$ cat src/arpr_pkg.sv
// ---------------------------------------------------------------------------
// ARP proxy responder package
// Shared constants, state encoding and inter-module structures.
// ---------------------------------------------------------------------------
package arpr_pkg;

   // Default depth of the host table.
   localparam int unsigned MAX_HOSTS_DEF = 512;

   // Frame geometry: every request is judged on, and every reply has, 42 bytes.
   localparam int unsigned POS_W     = 6;
   localparam logic [POS_W-1:0] FRAME_LEN = 6'd42;
   localparam logic [POS_W-1:0] LAST_POS  = 6'd41;

   // Byte offsets inside an Ethernet frame carrying ARP.
   localparam logic [POS_W-1:0] OFS_ETHERTYPE = 6'd12;
   localparam logic [POS_W-1:0] OFS_OPCODE    = 6'd20;
   localparam logic [POS_W-1:0] OFS_SHA       = 6'd22;
   localparam logic [POS_W-1:0] OFS_SPA       = 6'd28;
   localparam logic [POS_W-1:0] OFS_THA       = 6'd32;
   localparam logic [POS_W-1:0] OFS_TPA       = 6'd38;

   // Input beat selector codes.
   localparam logic [1:0] OP_FRAME_BYTE = 2'd0;
   localparam logic [1:0] OP_ADD_HOST   = 2'd1;
   localparam logic [1:0] OP_CLEAR      = 2'd2;

   // Protocol field values.
   localparam logic [15:0] ETHERTYPE_ARP  = 16'h0806;
   localparam logic [15:0] ETHERTYPE_IPV4 = 16'h0800;
   localparam logic [15:0] HTYPE_ETHERNET = 16'h0001;
   localparam logic [15:0] OPCODE_REQUEST = 16'h0001;
   localparam logic [15:0] OPCODE_REPLY   = 16'h0002;
   localparam logic [7:0]  HLEN_ETHERNET  = 8'd6;
   localparam logic [7:0]  PLEN_IPV4      = 8'd4;

   typedef enum logic [1:0] {
      ST_IDLE,
      ST_CHECK,
      ST_SEARCH,
      ST_REPLY
   } state_type;

   // Fields picked out of the received frame.
   typedef struct packed {
      logic        qualified;
      logic [47:0] sha;
      logic [31:0] spa;
      logic [31:0] tpa;
   } frame_info_type;

   // Result of a table walk.
   typedef struct packed {
      logic        done;
      logic        hit;
      logic [47:0] mac;
   } lookup_status_type;

endpackage

$ cat src/arpr_capture.sv
// ---------------------------------------------------------------------------
// ARP proxy responder frame capture
// Counts the bytes of a frame and keeps the fields that the reply needs.
// ---------------------------------------------------------------------------
module arpr_capture (
   input  logic                    clock,
   input  logic                    reset,
   input  logic                    byte_en,
   input  logic [7:0]              frame_byte,
   input  logic                    frame_clear,
   output arpr_pkg::frame_info_type info
);
   import arpr_pkg::*;

   logic [POS_W-1:0] count_ff, count_in;
   logic [15:0]      ethertype_ff, ethertype_in;
   logic [15:0]      opcode_ff, opcode_in;
   logic [47:0]      sha_ff, sha_in;
   logic [31:0]      spa_ff, spa_in;
   logic [31:0]      tpa_ff, tpa_in;

   // Bytes arrive in wire order, so each field is a shift register that takes
   // a byte while the count sits inside its span.
   always_comb begin
      count_in     = count_ff;
      ethertype_in = ethertype_ff;
      opcode_in    = opcode_ff;
      sha_in       = sha_ff;
      spa_in       = spa_ff;
      tpa_in       = tpa_ff;
      if (frame_clear) begin
         count_in = '0;
      end else if (byte_en && (count_ff < FRAME_LEN)) begin
         count_in = count_ff + 6'd1;
         if ((count_ff == OFS_ETHERTYPE) || (count_ff == OFS_ETHERTYPE + 6'd1)) begin
            ethertype_in = {ethertype_ff[7:0], frame_byte};
         end
         if ((count_ff == OFS_OPCODE) || (count_ff == OFS_OPCODE + 6'd1)) begin
            opcode_in = {opcode_ff[7:0], frame_byte};
         end
         if ((count_ff >= OFS_SHA) && (count_ff < OFS_SPA)) begin
            sha_in = {sha_ff[39:0], frame_byte};
         end
         if ((count_ff >= OFS_SPA) && (count_ff < OFS_THA)) begin
            spa_in = {spa_ff[23:0], frame_byte};
         end
         if (count_ff >= OFS_TPA) begin
            tpa_in = {tpa_ff[23:0], frame_byte};
         end
      end
   end

   always_ff @(posedge clock) begin
      if (reset) begin
         count_ff <= '0;
      end else begin
         count_ff <= count_in;
      end
   end

   always_ff @(posedge clock) begin
      ethertype_ff <= ethertype_in;
      opcode_ff    <= opcode_in;
      sha_ff       <= sha_in;
      spa_ff       <= spa_in;
      tpa_ff       <= tpa_in;
   end

   assign info.qualified = (count_ff == FRAME_LEN) && (ethertype_ff == ETHERTYPE_ARP) &&
                           (opcode_ff == OPCODE_REQUEST);
   assign info.sha = sha_ff;
   assign info.spa = spa_ff;
   assign info.tpa = tpa_ff;

endmodule

$ cat config.mk
export PLATFORM = sky130hd
export DESIGN_NAME = arpr_capture
export DESIGN_NICKNAME = d
export VERILOG_FILES = /design/src/arpr_pkg.sv /design/src/arpr_capture.sv
export SDC_FILE = /design/constraint.sdc
export NUM_CORES = 1
export LEC_CHECK = 0
export BUFFER_PORTS_ARGS = -buffer_cell sky130_fd_sc_hd__buf_2
export CELL_PAD_IN_SITES_DETAIL_PLACEMENT = 1
export CELL_PAD_IN_SITES_GLOBAL_PLACEMENT = 1
export CORE_MARGIN = 1.5
export CORE_UTILIZATION = 47
export DETAILED_ROUTE_END_ITERATION = 6
export PLACE_DENSITY_LB_ADDON = 0.2
export SYNTH_ARGS = -nofsm -noshare
export SYNTH_HDL_FRONTEND = slang
export SYNTH_SLANG_ARGS = --single-unit
$ cat constraint.sdc
create_clock -name clock -period 14 [get_ports clock]
set_input_delay 0.7 -clock clock [delete_from_list [all_inputs] [get_ports clock]]
set_output_delay 0.7 -clock clock [all_outputs]
set_load 0.01 [all_outputs]
# Yosys cells after proc, flatten, opt, wreduce, memory -nomap -nowiden
# Index checks and enable logic that the tools add are counted.
# totals
regBits	150
latch_bits	0
ram_bits	0
rom_bits	0
inputBits	12
out_inout_bits	113
word_cells	34
memories	0
# classes
n_addsub	1
n_mul	0
div	0
n_lt_le_gt_ge	6
n_eq_ne	7
shifts	0
muxes	0
bitwise_logic	1
n_reduce_logical	13
# op_table
op	n
== test 16 x 1 -> 1 bit (second input constant)	1
== test 16 x 12 -> 1 bit (second input constant)	1
AND reduction 3 bit	5
== test 6 x 4 -> 1 bit (second input constant)	2
== test 6 x 5 -> 1 bit (second input constant)	2
greater-or-equal comparator 6 x 5 -> 1 bit (second input constant)	2
less-than comparator 6 bit (second input constant)	2
adder 6 x 1 -> 6 bit (second input constant)	1
== test 6 bit (second input constant)	1
greater-or-equal comparator 6 bit (second input constant)	1
less-than comparator 6 x 5 -> 1 bit (second input constant)	1
logical AND 1 bit	5
logical OR 1 bit	2
OR reduction 2 bit	1
inverter 1 bit	1

# Depth between registers and ports, before layout
# depth
ltp_word	3
depth_mapped	5

# Worst setup path before layout
# OpenSTA, ideal clock, no wires.
# synth_path
path_kind	input to register
from	input byte_en
to	register tpa_ff[0], enable pin
t_arrival_ps	6090
required_ps	13406
setup_slack_ps	7316
path_stages	3
path_buffers	0
path_cell_list	a21boi_1 -> nand2_1 -> a2111oi_0
# synth_via
elab_chain_len	2
# synth_rtl
element	line_no	source
start: declaration	arpr_capture.sv:8	input logic byte_en,
logical AND 1 bit	arpr_capture.sv:33	end else if (byte_en && (count_ff < FRAME_LEN)) begin
AND reduction 3 bit (no source line)	-	
end signal: assignment	arpr_capture.sv:66	tpa_ff <= tpa_in;
end: declaration	arpr_capture.sv:20	logic [31:0] tpa_ff, tpa_in;
# Every way passes these cells.
# A chain may end at the register's enable or synchronous reset.

==> insert_results.sql <==
INSERT INTO impl_metrics (metric_group, metric, value, unit) VALUES
('floorplanning', 'die_boundary_width', '104.7', 'um'),
('critical_path', 'endpoint_kind', 'output port', ''),
('global_route', 'initial_antenna_violation_count', '0', ''),
('critical_path', 'path_max_fanout', '7', ''),
('sta', 'clock_period_minus_worst_slack', '2767', 'ps'),
('cts', 'cts_resized', '0', ''),
('cts', 'worstSkewPairLatency', '520', 'ps'),
('sta', 'worst_hold_slack', '441.8', 'ps'),
('yosys', 'synthesis.area', '4861', 'um2'),
('cts', 'cts_made_buffers', '17', ''),
('drt', 'drt_first_pass_iters', '4', ''),
('critical_path', 'required_time_worst_endpoint', '13300', 'ps'),
('yosys', 'post_synth_and_or_nand_nor_area_fraction', '4.170', '%'),
('power', 'power.ir.vdd_worst', '0.08423', 'mV'),
('sta', 'worst_slew_margin_rel', '25.14', '%'),
('layout', 'layout-area-overhead-vs-synth', '28.49', '%'),
('drt', 'drt_iter0_drc', '156', ''),
('yosys', 'syn_nets', '230', ''),
('yosys', 'synth_mux_area_share', '0', '%'),
('sta', 'timing.final.hold_violations', '0', ''),
('sta', 'setup_viol', '0', ''),
('global_route', 'global_route.usage.total', '20.06', '%'),
('sta', 'maxSlewViolCount', '0', ''),
('yosys', 'synth.cells.most_frequent', '144 x sky130_fd_sc_hd__edfxtp_1, 6 x sky130_fd_sc_hd__a21oi_1, 6 x sky130_fd_sc_hd__dfxtp_1, 5 x sky130_fd_sc_hd__nor4_1', ''),
('cts', 'cts_sinks', '150', ''),
('yosys', 'synth_top_family_by_area', 'simple AND/OR/NAND/NOR gates', ''),
('global_route', 'first_global_vias', '2625', ''),
('sta', 'fmaxAchievable', '361.4', 'MHz'),
('place', 'gpl.final_weighted_congestion', '0.8321', ''),
('cts', 'cts.hold.buffers_added', '0', ''),
('yosys', 'fraction_of_the_mapped_netlist_area_in_compound_gates', '2.420', '%'),
('cts', 'tritoncts_clock_tree', 'done', ''),
('sta', 'max_slew.worst_pin.slew', '1117', 'ps'),
('sta', 'fin_setup_tns', '0', 'ps'),
('critical_path', 'setup.worst_path.start_class', 'register', ''),
('layout', 'post_route_cells_drive_above_1_share', '42.90', '%'),
('yosys', 'dominantRegCellSynth', 'sky130_fd_sc_hd__edfxtp_1', ''),
('critical_path', 'timing.setup.critical_path_class', 'register to output port', ''),
('floorplanning', 'core_area', '9910', 'um2'),
('min_path', 'hold_depth', '0', ''),
('drt', 'vias_per_cell', '5.100', ''),
('global_route', 'globalRouteOverflowTotal', '0', ''),
('run', 'timing.max_cap.violations', '0', ''),
('cts', 'cts_max_level', '4', ''),
('yosys', 'syn-instance-count', '214', ''),
('yosys', 'synth_fa_ha_area_share', '1.030', '%'),
('drt', 'drt_drc_violations_left', '0', ''),
('critical_path', 'reg2reg_depth', '3', ''),
('power', 'total_power', '945.4', 'uW'),
('sta', 'final.setup_skew', '5.498', 'ps'),
('layout', 'num-fill-cells', '904', ''),
('critical_path', 'crit_arrival', '2070', 'ps'),
('yosys', 'netlist.top_cell.by_area', 'sky130_fd_sc_hd__edfxtp_1', ''),
('yosys', 'post-synth-top-count-cell', 'sky130_fd_sc_hd__edfxtp_1', ''),
('yosys', 'yosys.area.top_type_share', '88.96', '%'),
('yosys', 'synth_area_per_cell', '22.71', 'um2'),
('yosys', 'share_of_flip_flops_with_an_asynchronous_set_or_reset', '0', '%'),
('floorplanning', 'io-pin-count', '125', ''),
('power', 'total_leakage_power', '0.002234', 'uW'),
('global_route', 'pin_count_of_the_biggest_net_entering_global_routing', '49', ''),
('drt', 'route.vias.total', '2545', ''),
('cts', 'cts_setup_buffers', '0', ''),
('place', 'i_o_buffers', '124', ''),
('sta', 'final.period_utilization', '19.76', '%'),
('yosys', 'seq_area_frac_synth', '91.43', '%'),
('layout', 'num_antenna_cells', '0', ''),
('floorplanning', 'dieArea', '10960', 'um2'),
('drt', 'post_drt_wl_per_cell', '21.01', 'um'),
('yosys', 'synth-warning-count', '0', ''),
('status', 'outcome', 'complete, no violations', ''),
('yosys', 'synth_seq_cells', '150', '');
## critical path, stage by stage (launching register included)
cell	delay, ps
sky130_fd_sc_hd__dfxtp_1	440
sky130_fd_sc_hd__ha_1	200
sky130_fd_sc_hd__nor4bb_1	240
sky130_fd_sc_hd__nand4_1	130
sky130_fd_sc_hd__nor4_1	350
sky130_fd_sc_hd__buf_2	200
## flip-flops by register name, indices dropped and copies added, names as in the netlist
name and cells:
opcode_ff 16, count_ff 6, tpa_ff 32, sha_ff 48
ethertype_ff 16, spa_ff 32
## logic make-up (layout without fill, tap and decap cells)
kind of cell               Yosys count  in the layout
and+or+nand+nor                     32             32
AOI/OAI and AO/OA                   18             18
DFF                                150            150
adders and majority gates            4              4
buffers and inverters               10            162
## cell type report
class | instances | area share [%]
Inverter | 5 | 0.3005
Multi-Input combinational cell | 54 | 6.350
Tap cell | 133 | 2.664
Clock inverter | 10 | 2.484
Clock buffer | 21 | 6.871
Timing Repair Buffer | 126 | 10.18
Sequential cell | 150 | 71.15
## worst paths after layout
kind	start	endpoint	slack (ps)
hold / removal	sha_ff[5]$_DFFE_PP_	sha_ff[13]$_DFFE_PP_	440
setup reg to reg	count_ff[3]$_SDFFE_PP0P_	sha_ff[45]$_DFFE_PP_	11800
setup / recovery	count_ff[1]$_SDFFE_PP0P_	info[112]	11230
hold reg to reg	sha_ff[5]$_DFFE_PP_	sha_ff[13]$_DFFE_PP_	440
## cells in the final DEF, fill, tap and decap left out, types with 2 or more instances in the layout
| cell type | instances |
|---|---|
| sky130_fd_sc_hd__ha_1 | 4 |
| sky130_fd_sc_hd__o21ai_0 | 4 |
| sky130_fd_sc_hd__buf_4 | 2 |
| sky130_fd_sc_hd__nand3_1 | 3 |
| sky130_fd_sc_hd__buf_2 | 124 |
| sky130_fd_sc_hd__nor4b_1 | 2 |
| sky130_fd_sc_hd__nand4_1 | 3 |
| sky130_fd_sc_hd__bufinv_16 | 4 |
| sky130_fd_sc_hd__clkbuf_1 | 4 |
| sky130_fd_sc_hd__clkinv_1 | 3 |
| sky130_fd_sc_hd__a21oi_1 | 6 |
| sky130_fd_sc_hd__nor2_1 | 3 |
| sky130_fd_sc_hd__edfxtp_1 | 144 |
| sky130_fd_sc_hd__nand2_1 | 3 |
| sky130_fd_sc_hd__nor4_1 | 5 |
| sky130_fd_sc_hd__clkinvlp_4 | 3 |
| sky130_fd_sc_hd__clkbuf_16 | 16 |
| sky130_fd_sc_hd__inv_1 | 4 |
| sky130_fd_sc_hd__dfxtp_1 | 6 |
## report_power, final
group / total (uW) / internal [uW] / leakage, uW / switching [uW]
Combinational: 6.21 / 1.99 / 0.000618 / 4.22
Sequential: 486 / 486 / 0.00134 / 0.243
Clock: 453 / 287 / 0.000273 / 166
## stage by stage
step                util (%)  setup WS [ps]  cells  cell area (um2)
finish                 63.03          11230    499             6246
global route           63.03          11000    499             6246
CTS                    63.03          11190    499             6246
detailed placement     57.13          11470    468             5662
global placement       57.13          11610    468             5662
floorplan                  -           7316    214             4861
## metal layers
metal / vias up / part of all wire [%] / GRT usage, %
met3: 15 / 5.7 / 6.800
li1: 1139 / - / -
met1: 1296 / 39 / 23.14
met5: - / 0 / 0
met2: 95 / 53 / 33.98
met4: 0 / 2.2 / 9.100
Note: power is estimated with default switching activity, not from simulation.
