==> src/arpr_pkg.sv <==
// ---------------------------------------------------------------------------
// ARP proxy responder package
// Shared constants, state encoding and inter-module structures.
// ---------------------------------------------------------------------------
package arpr_pkg;

   // Default depth of the host table.
   localparam int unsigned MAX_HOSTS_DEF = 512;

   // Frame geometry: every request is judged on, and every reply has, 42 bytes.
   localparam int unsigned POS_W     = 6;
   localparam logic [POS_W-1:0] FRAME_LEN = 6'd42;
   localparam logic [POS_W-1:0] LAST_POS  = 6'd41;

   // Byte offsets inside an Ethernet frame carrying ARP.
   localparam logic [POS_W-1:0] OFS_ETHERTYPE = 6'd12;
   localparam logic [POS_W-1:0] OFS_OPCODE    = 6'd20;
   localparam logic [POS_W-1:0] OFS_SHA       = 6'd22;
   localparam logic [POS_W-1:0] OFS_SPA       = 6'd28;
   localparam logic [POS_W-1:0] OFS_THA       = 6'd32;
   localparam logic [POS_W-1:0] OFS_TPA       = 6'd38;

   // Input beat selector codes.
   localparam logic [1:0] OP_FRAME_BYTE = 2'd0;
   localparam logic [1:0] OP_ADD_HOST   = 2'd1;
   localparam logic [1:0] OP_CLEAR      = 2'd2;

   // Protocol field values.
   localparam logic [15:0] ETHERTYPE_ARP  = 16'h0806;
   localparam logic [15:0] ETHERTYPE_IPV4 = 16'h0800;
   localparam logic [15:0] HTYPE_ETHERNET = 16'h0001;
   localparam logic [15:0] OPCODE_REQUEST = 16'h0001;
   localparam logic [15:0] OPCODE_REPLY   = 16'h0002;
   localparam logic [7:0]  HLEN_ETHERNET  = 8'd6;
   localparam logic [7:0]  PLEN_IPV4      = 8'd4;

   typedef enum logic [1:0] {
      ST_IDLE,
      ST_CHECK,
      ST_SEARCH,
      ST_REPLY
   } state_type;

   // Fields picked out of the received frame.
   typedef struct packed {
      logic        qualified;
      logic [47:0] sha;
      logic [31:0] spa;
      logic [31:0] tpa;
   } frame_info_type;

   // Result of a table walk.
   typedef struct packed {
      logic        done;
      logic        hit;
      logic [47:0] mac;
   } lookup_status_type;

endpackage

==> src/arpr_if.sv <==


interface arpr_rsp_if;
   logic       valid;
   logic       ready;
   logic [7:0] reply_byte;
   logic       reply_last;

   modport source (output valid, reply_byte, reply_last, input ready);
   modport sink (input valid, reply_byte, reply_last, output ready);
endinterface

==> src/arpr_reply.sv <==
// ---------------------------------------------------------------------------
// ARP proxy responder reply generator
// Builds the 42-byte reply and drives it out through an output register.
// ---------------------------------------------------------------------------
module arpr_reply (
   input  logic                     clock,
   input  logic                     reset,
   input  logic                     start,
   input  logic [47:0]              entry_mac,
   input  arpr_pkg::frame_info_type info,
   output logic                     done,
   arpr_rsp_if.source               rsp_ch
);
   import arpr_pkg::*;

   logic [47:0]      mac_ff, mac_in;
   logic             active_ff, active_in;
   logic [POS_W-1:0] pos_ff, pos_in;
   logic             valid_ff, valid_in;
   logic [7:0]       byte_ff, byte_in;
   logic             last_ff, last_in;
   logic             load;
   logic [POS_W-1:0] sel;
   logic [8*42-1:0]  frame_vec;

   // Whole reply, first wire byte in the top bits.
   assign frame_vec = {info.sha, mac_ff, ETHERTYPE_ARP, HTYPE_ETHERNET, ETHERTYPE_IPV4,
                       HLEN_ETHERNET, PLEN_IPV4, OPCODE_REPLY, mac_ff, info.tpa,
                       info.sha, info.spa};
   assign sel  = LAST_POS - pos_ff;
   assign load = active_ff && (!valid_ff || rsp_ch.ready);

   always_comb begin
      mac_in    = mac_ff;
      active_in = active_ff;
      pos_in    = pos_ff;
      valid_in  = valid_ff;
      byte_in   = byte_ff;
      last_in   = last_ff;
      if (start) begin
         mac_in    = entry_mac;
         active_in = 1'b1;
         pos_in    = '0;
      end else if (load) begin
         byte_in  = frame_vec[{sel, 3'b000} +: 8];
         last_in  = (pos_ff == LAST_POS);
         valid_in = 1'b1;
         pos_in   = pos_ff + 6'd1;
         if (pos_ff == LAST_POS) begin
            active_in = 1'b0;
         end
      end else if (valid_ff && rsp_ch.ready) begin
         valid_in = 1'b0;
      end
   end

   always_ff @(posedge clock) begin
      if (reset) begin
         active_ff <= 1'b0;
         valid_ff  <= 1'b0;
         pos_ff    <= '0;
      end else begin
         active_ff <= active_in;
         valid_ff  <= valid_in;
         pos_ff    <= pos_in;
      end
   end

   always_ff @(posedge clock) begin
      mac_ff  <= mac_in;
      byte_ff <= byte_in;
      last_ff <= last_in;
   end

   assign done              = valid_ff && rsp_ch.ready && last_ff;
   assign rsp_ch.valid      = valid_ff;
   assign rsp_ch.reply_byte = byte_ff;
   assign rsp_ch.reply_last = last_ff;

endmodule

==> src/flat_wrapper.sv <==
// flat-port wrapper written by rule: the top's interface ports become plain ports
module arpr_reply_flat import arpr_pkg::*;
  (clock, reset, start, entry_mac, info, done, rsp_ch_valid, rsp_ch_reply_byte, rsp_ch_reply_last, rsp_ch_ready);
  arpr_rsp_if rsp_ch_i ();
  input  logic clock;
  input  logic reset;
  input  logic start;
  input  logic [47:0] entry_mac;
  input  arpr_pkg::frame_info_type info;
  output logic done;
  output wire logic [$bits(rsp_ch_i.valid)-1:0] rsp_ch_valid;
  output wire logic [$bits(rsp_ch_i.reply_byte)-1:0] rsp_ch_reply_byte;
  output wire logic [$bits(rsp_ch_i.reply_last)-1:0] rsp_ch_reply_last;
  input wire logic [$bits(rsp_ch_i.ready)-1:0] rsp_ch_ready;
  assign rsp_ch_valid = rsp_ch_i.valid;
  assign rsp_ch_reply_byte = rsp_ch_i.reply_byte;
  assign rsp_ch_reply_last = rsp_ch_i.reply_last;
  assign rsp_ch_i.ready = rsp_ch_ready;
  arpr_reply u_core (.clock(clock), .reset(reset), .start(start), .entry_mac(entry_mac), .info(info), .done(done), .rsp_ch(rsp_ch_i));
endmodule
==> config.mk <==
export PLATFORM = sky130hd
export DESIGN_NAME = arpr_reply_flat
export DESIGN_NICKNAME = d
export VERILOG_FILES = /design/src/arpr_pkg.sv /design/src/arpr_if.sv /design/src/arpr_reply.sv /design/src/flat_wrapper.sv
export SDC_FILE = /design/constraint.sdc
export NUM_CORES = 1
export LEC_CHECK = 0
export ABC_AREA = 1
export BUFFER_PORTS_ARGS = -buffer_cell sky130_fd_sc_hd__buf_2
export CAP_MARGIN = 40
export CORE_UTILIZATION = 35
export CTS_BUF_LIST = sky130_fd_sc_hd__clkbuf_4 sky130_fd_sc_hd__clkbuf_8
export CTS_CLUSTER_DIAMETER = 40
export DETAILED_ROUTE_END_ITERATION = 12
export PLACE_DENSITY = 0.69
export SLEW_MARGIN = 20
export SYNTH_ARGS = -nofsm -noshare
export SYNTH_HDL_FRONTEND = slang
export SYNTH_SLANG_ARGS = --single-unit
==> constraint.sdc <==
create_clock -name clock -period 2 [get_ports clock]
set_input_delay 0 -clock clock [delete_from_list [all_inputs] [get_ports clock]]
set_output_delay 0 -clock clock [all_outputs]
set_load 0.01 [all_outputs]
After elaboration in Yosys (flattened, before gate mapping)
Cells that the tools add are included.
{"block": "classes", "add_sub_neg": 2, "multipliers": 0, "div": 0, "n_lt_le_gt_ge": 0, "n_eq_ne": 1, "shifts": 1, "n_mux": 5, "bitwise": 1, "n_reduce_logical": 12}
{"cell": "$shiftx 336x10->8", "count": 1}
{"cell": "$add 6x1->6 const B", "count": 1}
{"cell": "$eq 6x6->1 const B", "count": 1}
{"cell": "$reduce_and 2->1", "count": 3}
{"cell": "$reduce_bool 2->1", "count": 3}
{"cell": "$sub 6x6->6 const A", "count": 1}
{"cell": "$mux 1", "count": 5}
{"cell": "$logic_and 1x1->1", "count": 3}
{"cell": "$reduce_or 2->1", "count": 1}
{"cell": "$logic_not 1->1", "count": 1}
{"cell": "$logic_or 1x1->1", "count": 1}
{"cell": "$not 1->1", "count": 1}
{"block": "word_totals", "regBits": 65, "latch_bits": 0, "mem_bits_rw": 0, "romBits": 0, "in_bits": 165, "out_inout_bits": 11, "elab_cells": 28, "memories": 0}

Depth between registers and ports, before layout
Gate-level depths: netlist of run 1.
{"block": "depth", "ltp_word": 5, "depth_mapped": 15, "ltp_nobuf": 14}

Worst setup path after synthesis of run 1
Ideal clock, no wire load.
{"block": "synth_timing", "kind": "register to register", "startpoint": "register u_core.pos_ff[1]", "endpoint": "register u_core.byte_ff[0], in the netlist u_core.rsp_ch.reply_byte[0] (data pin)", "setup_time_ps": 253, "arrival_ps": 1806, "t_required_ps": 1747, "path_slack_ps": -60, "stages_incl_launch_ff": 13, "path_buffers": 2, "period_less_slack_ps": 2060, "path_cell_list": "dfxtp_1 -> inv_2 -> buf_2 -> ha_1 -> inv_1 -> nor2_1 -> buf_4 -> nand2_1 -> nand2_1 -> nor2_1 -> nand2_1 -> nand3_1 -> nand2_1"}
{"block": "synth_via", "elab_chain_cells": 2}
{"element": "start: declaration", "line_no": "arpr_reply.sv:18", "source": "logic [POS_W-1:0] pos_ff, pos_in;"}
{"element": "start signal: assignment", "line_no": "arpr_reply.sv:65", "source": "pos_ff <= pos_in;"}
{"element": "$sub 6x6->6", "line_no": "arpr_reply.sv:30", "source": "assign sel = LAST_POS - pos_ff;"}
{"element": "$shiftx 336x10->8", "line_no": "arpr_reply.sv:45", "source": "byte_in = frame_vec[{sel, 3'b000} +: 8];"}
{"element": "end signal: assignment", "line_no": "arpr_reply.sv:71", "source": "byte_ff <= byte_in;"}
{"element": "end: declaration", "line_no": "arpr_reply.sv:20", "source": "logic [7:0] byte_ff, byte_in;"}
No other way between the ends.
A chain may end at the register's enable or synchronous reset.

Worst setup path in the final report of run 1
{"block": "layout_timing", "startpoint": "register u_core.pos_ff[1]", "endpoint": "register u_core.byte_ff[3], in the netlist u_core.rsp_ch.reply_byte[3] (data pin)"}
The elaborated chain is that of the path after synthesis.

==> impl_summary.md, run 1 <==
Outcome
The flow ran to the end, and the final reports show no timing, DRC or antenna violations.

Place
The count of input and output buffers is 174. The HPWL after detailed placement is 9607 um. Before CTS, the worst setup slack after placement is -0.09324 ns.

Summing all placed instances gives a cell area of 5216 um2. The weighted congestion reported at the end of routability-driven placement is 0.9342.

Floorplanning
The overall die width is 110.6 um. For this design the top-level I/O count stands at 176. The die covers 12240 um2. The initial utilization of the core area, before any placement, comes to 36.03%. In this run the standard cell core region covers 11470 um2. The floorplan has 39 rows. From bottom edge to top edge, the die measures 110.6 um.

Routing
The total detailed-routing wirelength is 13570 um. The total iterations of the first detailed-routing run is 5. The total number of vias is 4605. The routed via count divided by cell count is 4.863. The number of violations reported at the end of detailed-routing iteration 0 is 286. The post-detailed-route wirelength per cell is 14.33 um. The count of unresolved DRC violations after routing is 0. The remaining antenna violation count after routing is 0.

Worst setup path
Setup slack on the worst reg-to-reg path comes out at 0.06 ns. The longest individual stage delay on the worst path is 0.36 ns. The total buffers and inverters traversed by the critical path is 4. The worst reg2reg path depth is 13. For the worst setup path, the data required time is 2.22 ns.

The capture instance of the worst register-to-register path is u_core.rsp_ch.reply_byte[3]$_DFFE_PP_. Of all nets on the critical path, the largest fanout is 5. The cell type with the highest occurrence count on the critical path is nand2_1. The worst setup path is of the flop to flop kind.

The critical path's top delay family is simple AND/OR/NAND/NOR gates. The signal on the critical path passes through buf_4 > inv_2 > ha_4 > nand2_1 > nand2_4 > inv_4 > nor2_4 > inv_2 > a21oi_1 > nor2_1 > nand2_1 > nand2_1 > nand2_1. Among all stages on the critical path, the largest delay is contributed by dfxtp_4. The worst register-to-register path begins at u_core.pos_ff[1]$_SDFFE_PP0P_. The element type at the critical path start is a flop. The worst setup path is captured at a flop. Data on the critical path arrives at its endpoint at 2.16 ns.

STA
The final setup slack of the worst path is 0.06230 ns. For the finished layout, the period the worst path requires is 1.938 ns. Dividing the final minimum period by the clock period gives 96.89%. The headroom to the max-slew limit is 70.71%. The summed negative setup slack over all endpoints is 0 ns. For the pin with the worst max-slew slack, the measured transition is 0.4353 ns.

The max-slew violation count is 0. The final count of hold timing violations is 0. Setup violations remaining at the end of the flow were counted as 0. For this run, the top clock speed supported by timing is 516.1 MHz. The worst clock skew is 0.006681 ns. The worst hold margin is 0.008616 ns.

Hold path
The path with the worst hold slack has its endpoint at u_core.rsp_ch.valid$_SDFFE_PP0P_. Along the worst hold path, the cell count comes to 4. The startpoint of the most critical hold path is rsp_ch_ready.

The path category of the worst min-delay check is input port to flop.

Final layout
The number of diodes is 0. The share of cells above drive strength 1 is 31.59%. The area growth from synthesis to layout is 46.70%. At the end of the flow, the number of nets in the layout was 969. The finished layout cell area is 6061 um2.

Yosys
The most numerous cell in the Yosys netlist is nand2_1. The netlist uses 34 different library cells. By count the netlist is led by 228 x nand2_1, 65 x nor2_1, 57 x edfxtp_1, 38 x inv_1. After synthesis, flip-flops and latches occupy 45.31% of the total area. The compound-gate portion of the synthesized area is 11.39%. Counting every net in the synthesized netlist gives 725.

Ranked by total cell area, the synthesized netlist is headed by edfxtp_1 41%, nand2_1 21%, nor2_1 5.9%, dfxtp_1 3.9%, nand3_1 3.5%. The leading area contributor after synthesis is edfxtp_1. The register bit total from synthesis is 65. The post-synthesis share of cell area spent on full adders, half adders and majority gates is 1.211%.

The post-synthesis average cell area is 7.431 um2. The count of yosys warnings during synthesis is 0. In the synthesized netlist the dominant register cell turns out to be edfxtp_1. After synthesis, the share of flip-flops with an asynchronous set or reset is 0%. By area, the combinational part of the netlist is dominated by simple AND/OR/NAND/NOR gates. The total standard cell area after synthesis is 4131 um2.

In the synthesized netlist, mux cells make up 0% of the area. The number of enable-type register cells in the synthesized netlist is 57. Of the total synthesized cell area, the portion taken by AND, OR, NAND and NOR gates is 33.71%. The gate count after technology mapping is 556.

The share of the synthesized area in the top cell type is 41.43%. The XOR/XNOR share of the synthesized area is 0.3937%.

GRT
The remaining global-route overflow is 0. The wire length of the first global-routing pass is 21650 um. The via count of the first global-routing pass is 4554. The number of antenna violations at the first check in global routing came to 0. Global routing used 22.63% of the available tracks across all layers. The pin count of the biggest net entering global routing is 34.

Clock tree
The H-tree depth reported by CTS is 3. The cell at the root of the clock tree is clkbuf_8. The clock transition at the registers of the reported paths is 0.07 ns. The tree built by TritonCTS fans out to 65 sinks. In this run the deepest clock path goes through 2 buffers.

The clock latency on the worst-skew pair is 0.36 ns. TritonCTS built the clock tree. Buffers inserted during clock tree synthesis total 9.

Job
The tool flagged a number of max-cap violations equal to 0.

Power and ir drop
In this run the static leakage power is 0.002922 uW. The power density over cell area is 545.9 nW/um2. Across the VDD grid, the largest voltage drop is 0.4469 mV.
-- cells in the final DEF (no fill, tap or decap), types with 2 or more instances in the layout --
cell           Yosys  final
a211oi_1           2      2
a21oi_1           11     11
a22o_1             3      3
a22oi_1           12     12
a22oi_2            3      3
buf_2             13    174
buf_4              5     27
buf_6              5      4
buf_8              0      2
clkbuf_8           0      9
clkinv_2           0      2
clkinvlp_4         0      5
dfxtp_1            8      6
dlygate4sd3_1      0     49
edfxtp_1          57     57
ha_1               4      3
inv_1             38     35
inv_2              3      4
nand2_1          228    227
nand2_4            1      2
nand3_1           29     29
nand4_1            2      2
nor2_1            65     61
nor2_2             3      2
nor2_4             2      8
nor3_1             4      4
o211ai_1           5      5
o21ai_0           29     29
o21ai_1           11     11
or2_2              2      2
-- timing repair --
item / in CTS / in global routing
hold endpoints to repair: 50 / 0
endpoints found under the setup margin: 8 / 8
buffers inserted: 0 / 8
gates resized for setup: 4 / 25
hold buffers: 49 / 0
gates cloned: 1 / 1
pin swaps: 1 / 3
-- stage by stage --
| stage | utilization (%) | instances | total power, uW |
|---|---|---|---|
| finish | 52.85 | 947 | 3309 |
| global route | 52.85 | 947 | 3474 |
| CTS | 51.38 | 938 | 3297 |
| detailed placement | 45.49 | 873 | 2269 |
| global placement | 45.36 | 872 | 2255 |
| floorplan | - | 556 | 1963 |
-- cells by family (layout without fill, tap and decap cells) --
kind of cell             Yosys count  count (layout)
AND/OR/NAND/NOR                  341             342
AO/OA/AOI/OAI                     77              77
buffers and inverters             68             315
flip-flops                        65              65
adder cells (fa/ha/maj)            4               4
XOR/XNOR                           1               1
-- worst max-delay path by stage --
stage	from	end	depth (start not counted)
after floorplan	u_core.pos_ff[1]$_SDFFE_PP0P_	u_core.rsp_ch.reply_byte[0]$_DFFE_PP_	12
after global placement	u_core.pos_ff[0]$_SDFFE_PP0P_	u_core.rsp_ch.reply_byte[3]$_DFFE_PP_	8
after detailed placement	u_core.pos_ff[1]$_SDFFE_PP0P_	u_core.rsp_ch.reply_byte[1]$_DFFE_PP_	12
after CTS	u_core.pos_ff[1]$_SDFFE_PP0P_	u_core.rsp_ch.reply_byte[1]$_DFFE_PP_	15
after global routing	u_core.pos_ff[1]$_SDFFE_PP0P_	u_core.rsp_ch.reply_byte[3]$_DFFE_PP_	13
final	u_core.pos_ff[1]$_SDFFE_PP0P_	u_core.rsp_ch.reply_byte[3]$_DFFE_PP_	13
-- cell type report --
| cell class | instances | area, um2 |
|---|---|---|
| clock buffers | 9 | 123.9 |
| clock inverters | 6 | 36.28 |
| fillers | 1103 | 5406 |
| inverters | 42 | 171.4 |
| multi-input cells | 424 | 2007 |
| flip-flops and latches | 65 | 1877 |
| well taps | 143 | 178.9 |
| repair buffers | 257 | 1659 |
| repair inverters | 1 | 7.507 |
-- flip-flops by register name, indices dropped and copies added, names as in the netlist --
register / count
u_core.active_ff: 1
u_core.mac_ff: 48
u_core.pos_ff: 6
u_core.rsp_ch.reply_byte: 8
u_core.rsp_ch.reply_last: 1
u_core.rsp_ch.valid: 1
-- tightest hold or removal path: stages --
cell     delay [ns]
buf_2          0.09
inv_1          0.03
o21ai_0        0.13
a21oi_1        0.06
-- power breakdown --
part / internal [uW] / switching, uW / total (uW)
Combinational: 360 / 383 / 743
Clock: 432 / 527 / 959
Sequential: 1580 / 25.9 / 1610
Total: 2370 / 936 / 3310
-- metal layers --
| metal | global-route usage, % | part of all wire (%) | vias up |
|---|---|---|---|
| met1 | 27.22 | 42 | 2088 |
| met2 | 39.50 | 49 | 183 |
| met3 | 3.677 | 5.9 | 32 |
| met4 | 10.31 | 3.0 | 0 |
| li1 | - | - | 2302 |
| met5 | 0 | 0 | - |
Note: power is estimated with default switching activity, not from simulation.
==> run 2: changes to the inputs <==
- GPL_TIMING_DRIVEN: unset -> 0
==> run 2 against run 1 <==
  * Critical endpoint is now u_core.rsp_ch.reply_byte[1]$_DFFE_PP_
  * Largest power group unchanged
  * Clock skew increased by 0.0021 ns
  * Die area unchanged
  * Routed wire length grew 3.2%
  * Highest routed layer unchanged
  * Combinational power up 2%
  * Fmax grew 1.8%
==> impl_summary.md, run 2 (synthesis gave the netlist of run 1 again) <==
GRT
Entering global routing, the biggest net connects 31 pins. The number of antenna violations at the first check in global routing came to 0. Across every metal layer, demand over resource in global routing totals 23.41%. The wire length of the first global-routing pass is 22250 um.

The remaining global-route overflow is 0. The via count of the first global-routing pass is 4464.

Place
The post-placement cell area is 5202 um2. Input and output buffers added on the ports amount to 174. The weighted congestion reported at the end of routability-driven placement is 0.8927. The HPWL after detailed placement is 10300 um. The number of instances in the placed design is 874.

Worst setup path
The element type at the critical path end is a flop. The cell family contributing the most delay on the critical path is simple AND/OR/NAND/NOR gates. For this design, the slowest cell found on the critical path is dfxtp_4. The cell type with the highest occurrence count on the critical path is nand2_1. Traced cell by cell, the critical path runs through inv_4 > buf_12 > ha_4 > inv_1 > nand2_2 > nand2_4 > inv_6 > nor2_4 > buf_4 > nand2_1 > nand4_1 > nand2_1 > inv_1 > nand2_1 > nand2_1. The longest individual stage delay on the worst path is 0.37 ns. The critical path is of the flop to flop type. Data on the critical path is required at its endpoint by 2.21 ns.

The worst-path maximum fanout is 6. The total buffers and inverters traversed by the critical path is 6. The element type at the critical path start is a flop. The signal arrival time at the worst endpoint is 2.11 ns.

Power and ir drop
VDD sags by at most 0.3962 mV. The completed layout was analyzed and its total power is 3432 uW. The design internal power is 2504 uW. Dividing total power by cell area gives a power density of 563.8 nW/um2. The part of the power in combinational logic is 22.0%.

The proportion of power drawn by flip-flops and latches is 46.8%. The analysis attributes to net switching a power of 927.9 uW. The reported leakage power is 0.002974 uW.

In this run switching power makes up 27.04% of total power. The part of the total power dissipated in the clock network is 31.2%.

STA
The worst clock skew is 0.008779 ns. Setup violations remaining at the end of the flow were counted as 0. The final count of hold timing violations is 0.

At the pin with the least slew margin, the transition time is 0.6800 ns. The post-layout minimum cycle time is 1.903 ns. The period utilization is 95.15%.

The max-slew violation count is 0. Based on the critical path, the design can be clocked at up to 525.5 MHz. The headroom to the max-slew limit is 54.19%.

Routing
For this run, design rule violations remaining after detail routing come to 0. The post-detailed-route wirelength per cell is 14.69 um. The detail route stage leaves a number of antenna-violating nets equal to 0. Before antenna repair, the detailed router went through 5 iterations.

The total detailed-routing wirelength is 14000 um. The total number of vias is 4580. In the routed layout, each cell is associated on average with a via count of 4.806. For this block, the initial DRC count from the detailed router was 277.

Outcome
The flow ran to the end, and the final reports show no timing, DRC or antenna violations.

Floorplanning
The area of the core region is 11470 um2. The total die area is 12240 um2. The number of top-level design ports is 176. The vertical die dimension is 110.6 um. For this configuration, the core starts out at a cell density of 36.03%. The die is 110.6 um wide.

After floorplanning, the core was divided into 39 placement rows.

Final layout
The commonest non-fill, non-tap cell in the layout is nand2_1. Cells fill 53.08% of the core in the end. The number of flip-flops under the largest register name is 48.

Leaving out fill and tap cells, the most frequent cells in the layout are 226 x nand2_1, 187 x buf_2, 62 x nor2_1, 57 x edfxtp_1, 49 x dlygate4sd3_1. The net count of the finished layout is 974. Ranked by flip-flop count, first place goes to u_core.mac_ff. The number of diodes is 0. The finished layout cell area is 6087 um2.

The layout overhead on the synthesized area is 47.34%. The share of cells above drive strength 1 is 32.10%. The final cell count without fillers is 953.

Clock tree
The clock tree from TritonCTS is done. The clock drives 65 sinks. The H-tree depth reported by CTS is 3. The clock transition at the registers of the reported paths is 0.07 ns. The clock latency on the worst-skew pair is 0.35 ns. The number of clock buffers added by TritonCTS is 9.

The cell at the root of the clock tree is clkbuf_8. The clock passes through at most 2 buffers.

Hold path
The path category of the worst min-delay check is input port to flop.

Job
The reported max-cap violation count is 0.
[run 2: changes by cell type in the layout (fill, tap and decap cells not counted), moves of 4 or more]
cell / before / now
clkinvlp_4: 5 / 1
buf_4: 27 / 17
nor2_4: 8 / 4
buf_2: 174 / 187
[run 2: layout make-up]
type,count,area (um2)
multi-input cells,423,1991
plain buffers,25,190.2
repair buffers,239,1491
fillers,1115,5380
clock buffers,9,123.9
well taps,143,178.9
inverters,42,172.7
flip-flops and latches,65,1878
clock inverters,7,61.31
[run 2: power groups by stage]
| stage | Sequential (uW) | Combinational, uW | Clock (uW) |
|---|---|---|---|
| 5_1_grt | 1610 | 838 | 1160 |
| 3_3_place_gp | 1630 | 631 | 0 |
| 2_1_floorplan | 1640 | 326 | 0 |
| 4_1_cts | 1610 | 731 | 1090 |
| 3_5_place_dp | 1640 | 640 | 0 |
| 6_report | 1610 | 755 | 1070 |
[run 2: through the flow]
stage,hold slack [ns],setup WS (ns),TNS [ns]
4_1_cts,0.007813,0.001626,0
3_3_place_gp,0.1777,-0.4479,-3.118
3_5_place_dp,0.1781,-0.4256,-3.009
2_1_floorplan,0.06907,0.06300,0
6_report,0.02258,0.09697,0
5_1_grt,0.03730,-0.005604,-0.005604
[run 2: layer usage]
layer | global-route usage, % | up-vias | routed length, um
li1 | - | 2317 | -
met1 | 28.93 | 2052 | 5919
met2 | 39.50 | 176 | 6712
met3 | 4.610 | 35 | 890
met4 | 10.31 | 0 | 480
met5 | 0 | - | 0
[run 2: tightest hold or removal path, stage by stage]
cell and delay [ns]:
buf_2 0.10, inv_1 0.03, o21ai_0 0.13, a21oi_1 0.06
[run 2: what timing repair did]
item / in CTS / in global routing
buffers inserted: 4 / 9
setup endpoints to repair: 8 / 8
gates resized for setup: 14 / 20
hold buffers: 49 / 0
cloned: 0 / 1
endpoints found under the hold margin: 50 / 0
pin swaps: 2 / 2
[run 2: path summary, 6_finish.rpt]
kind,depth (start not counted),start,slack [ns],to
setup reg to reg,15,u_core.pos_ff[1]$_SDFFE_PP0P_,0.1,u_core.rsp_ch.reply_byte[1]$_DFFE_PP_
setup / recovery,15,u_core.pos_ff[1]$_SDFFE_PP0P_,0.1,u_core.rsp_ch.reply_byte[1]$_DFFE_PP_
hold reg to reg,2,u_core.rsp_ch.valid$_SDFFE_PP0P_,0.49,u_core.rsp_ch.valid$_SDFFE_PP0P_
hold / removal,4,rsp_ch_ready,0.02,u_core.rsp_ch.valid$_SDFFE_PP0P_
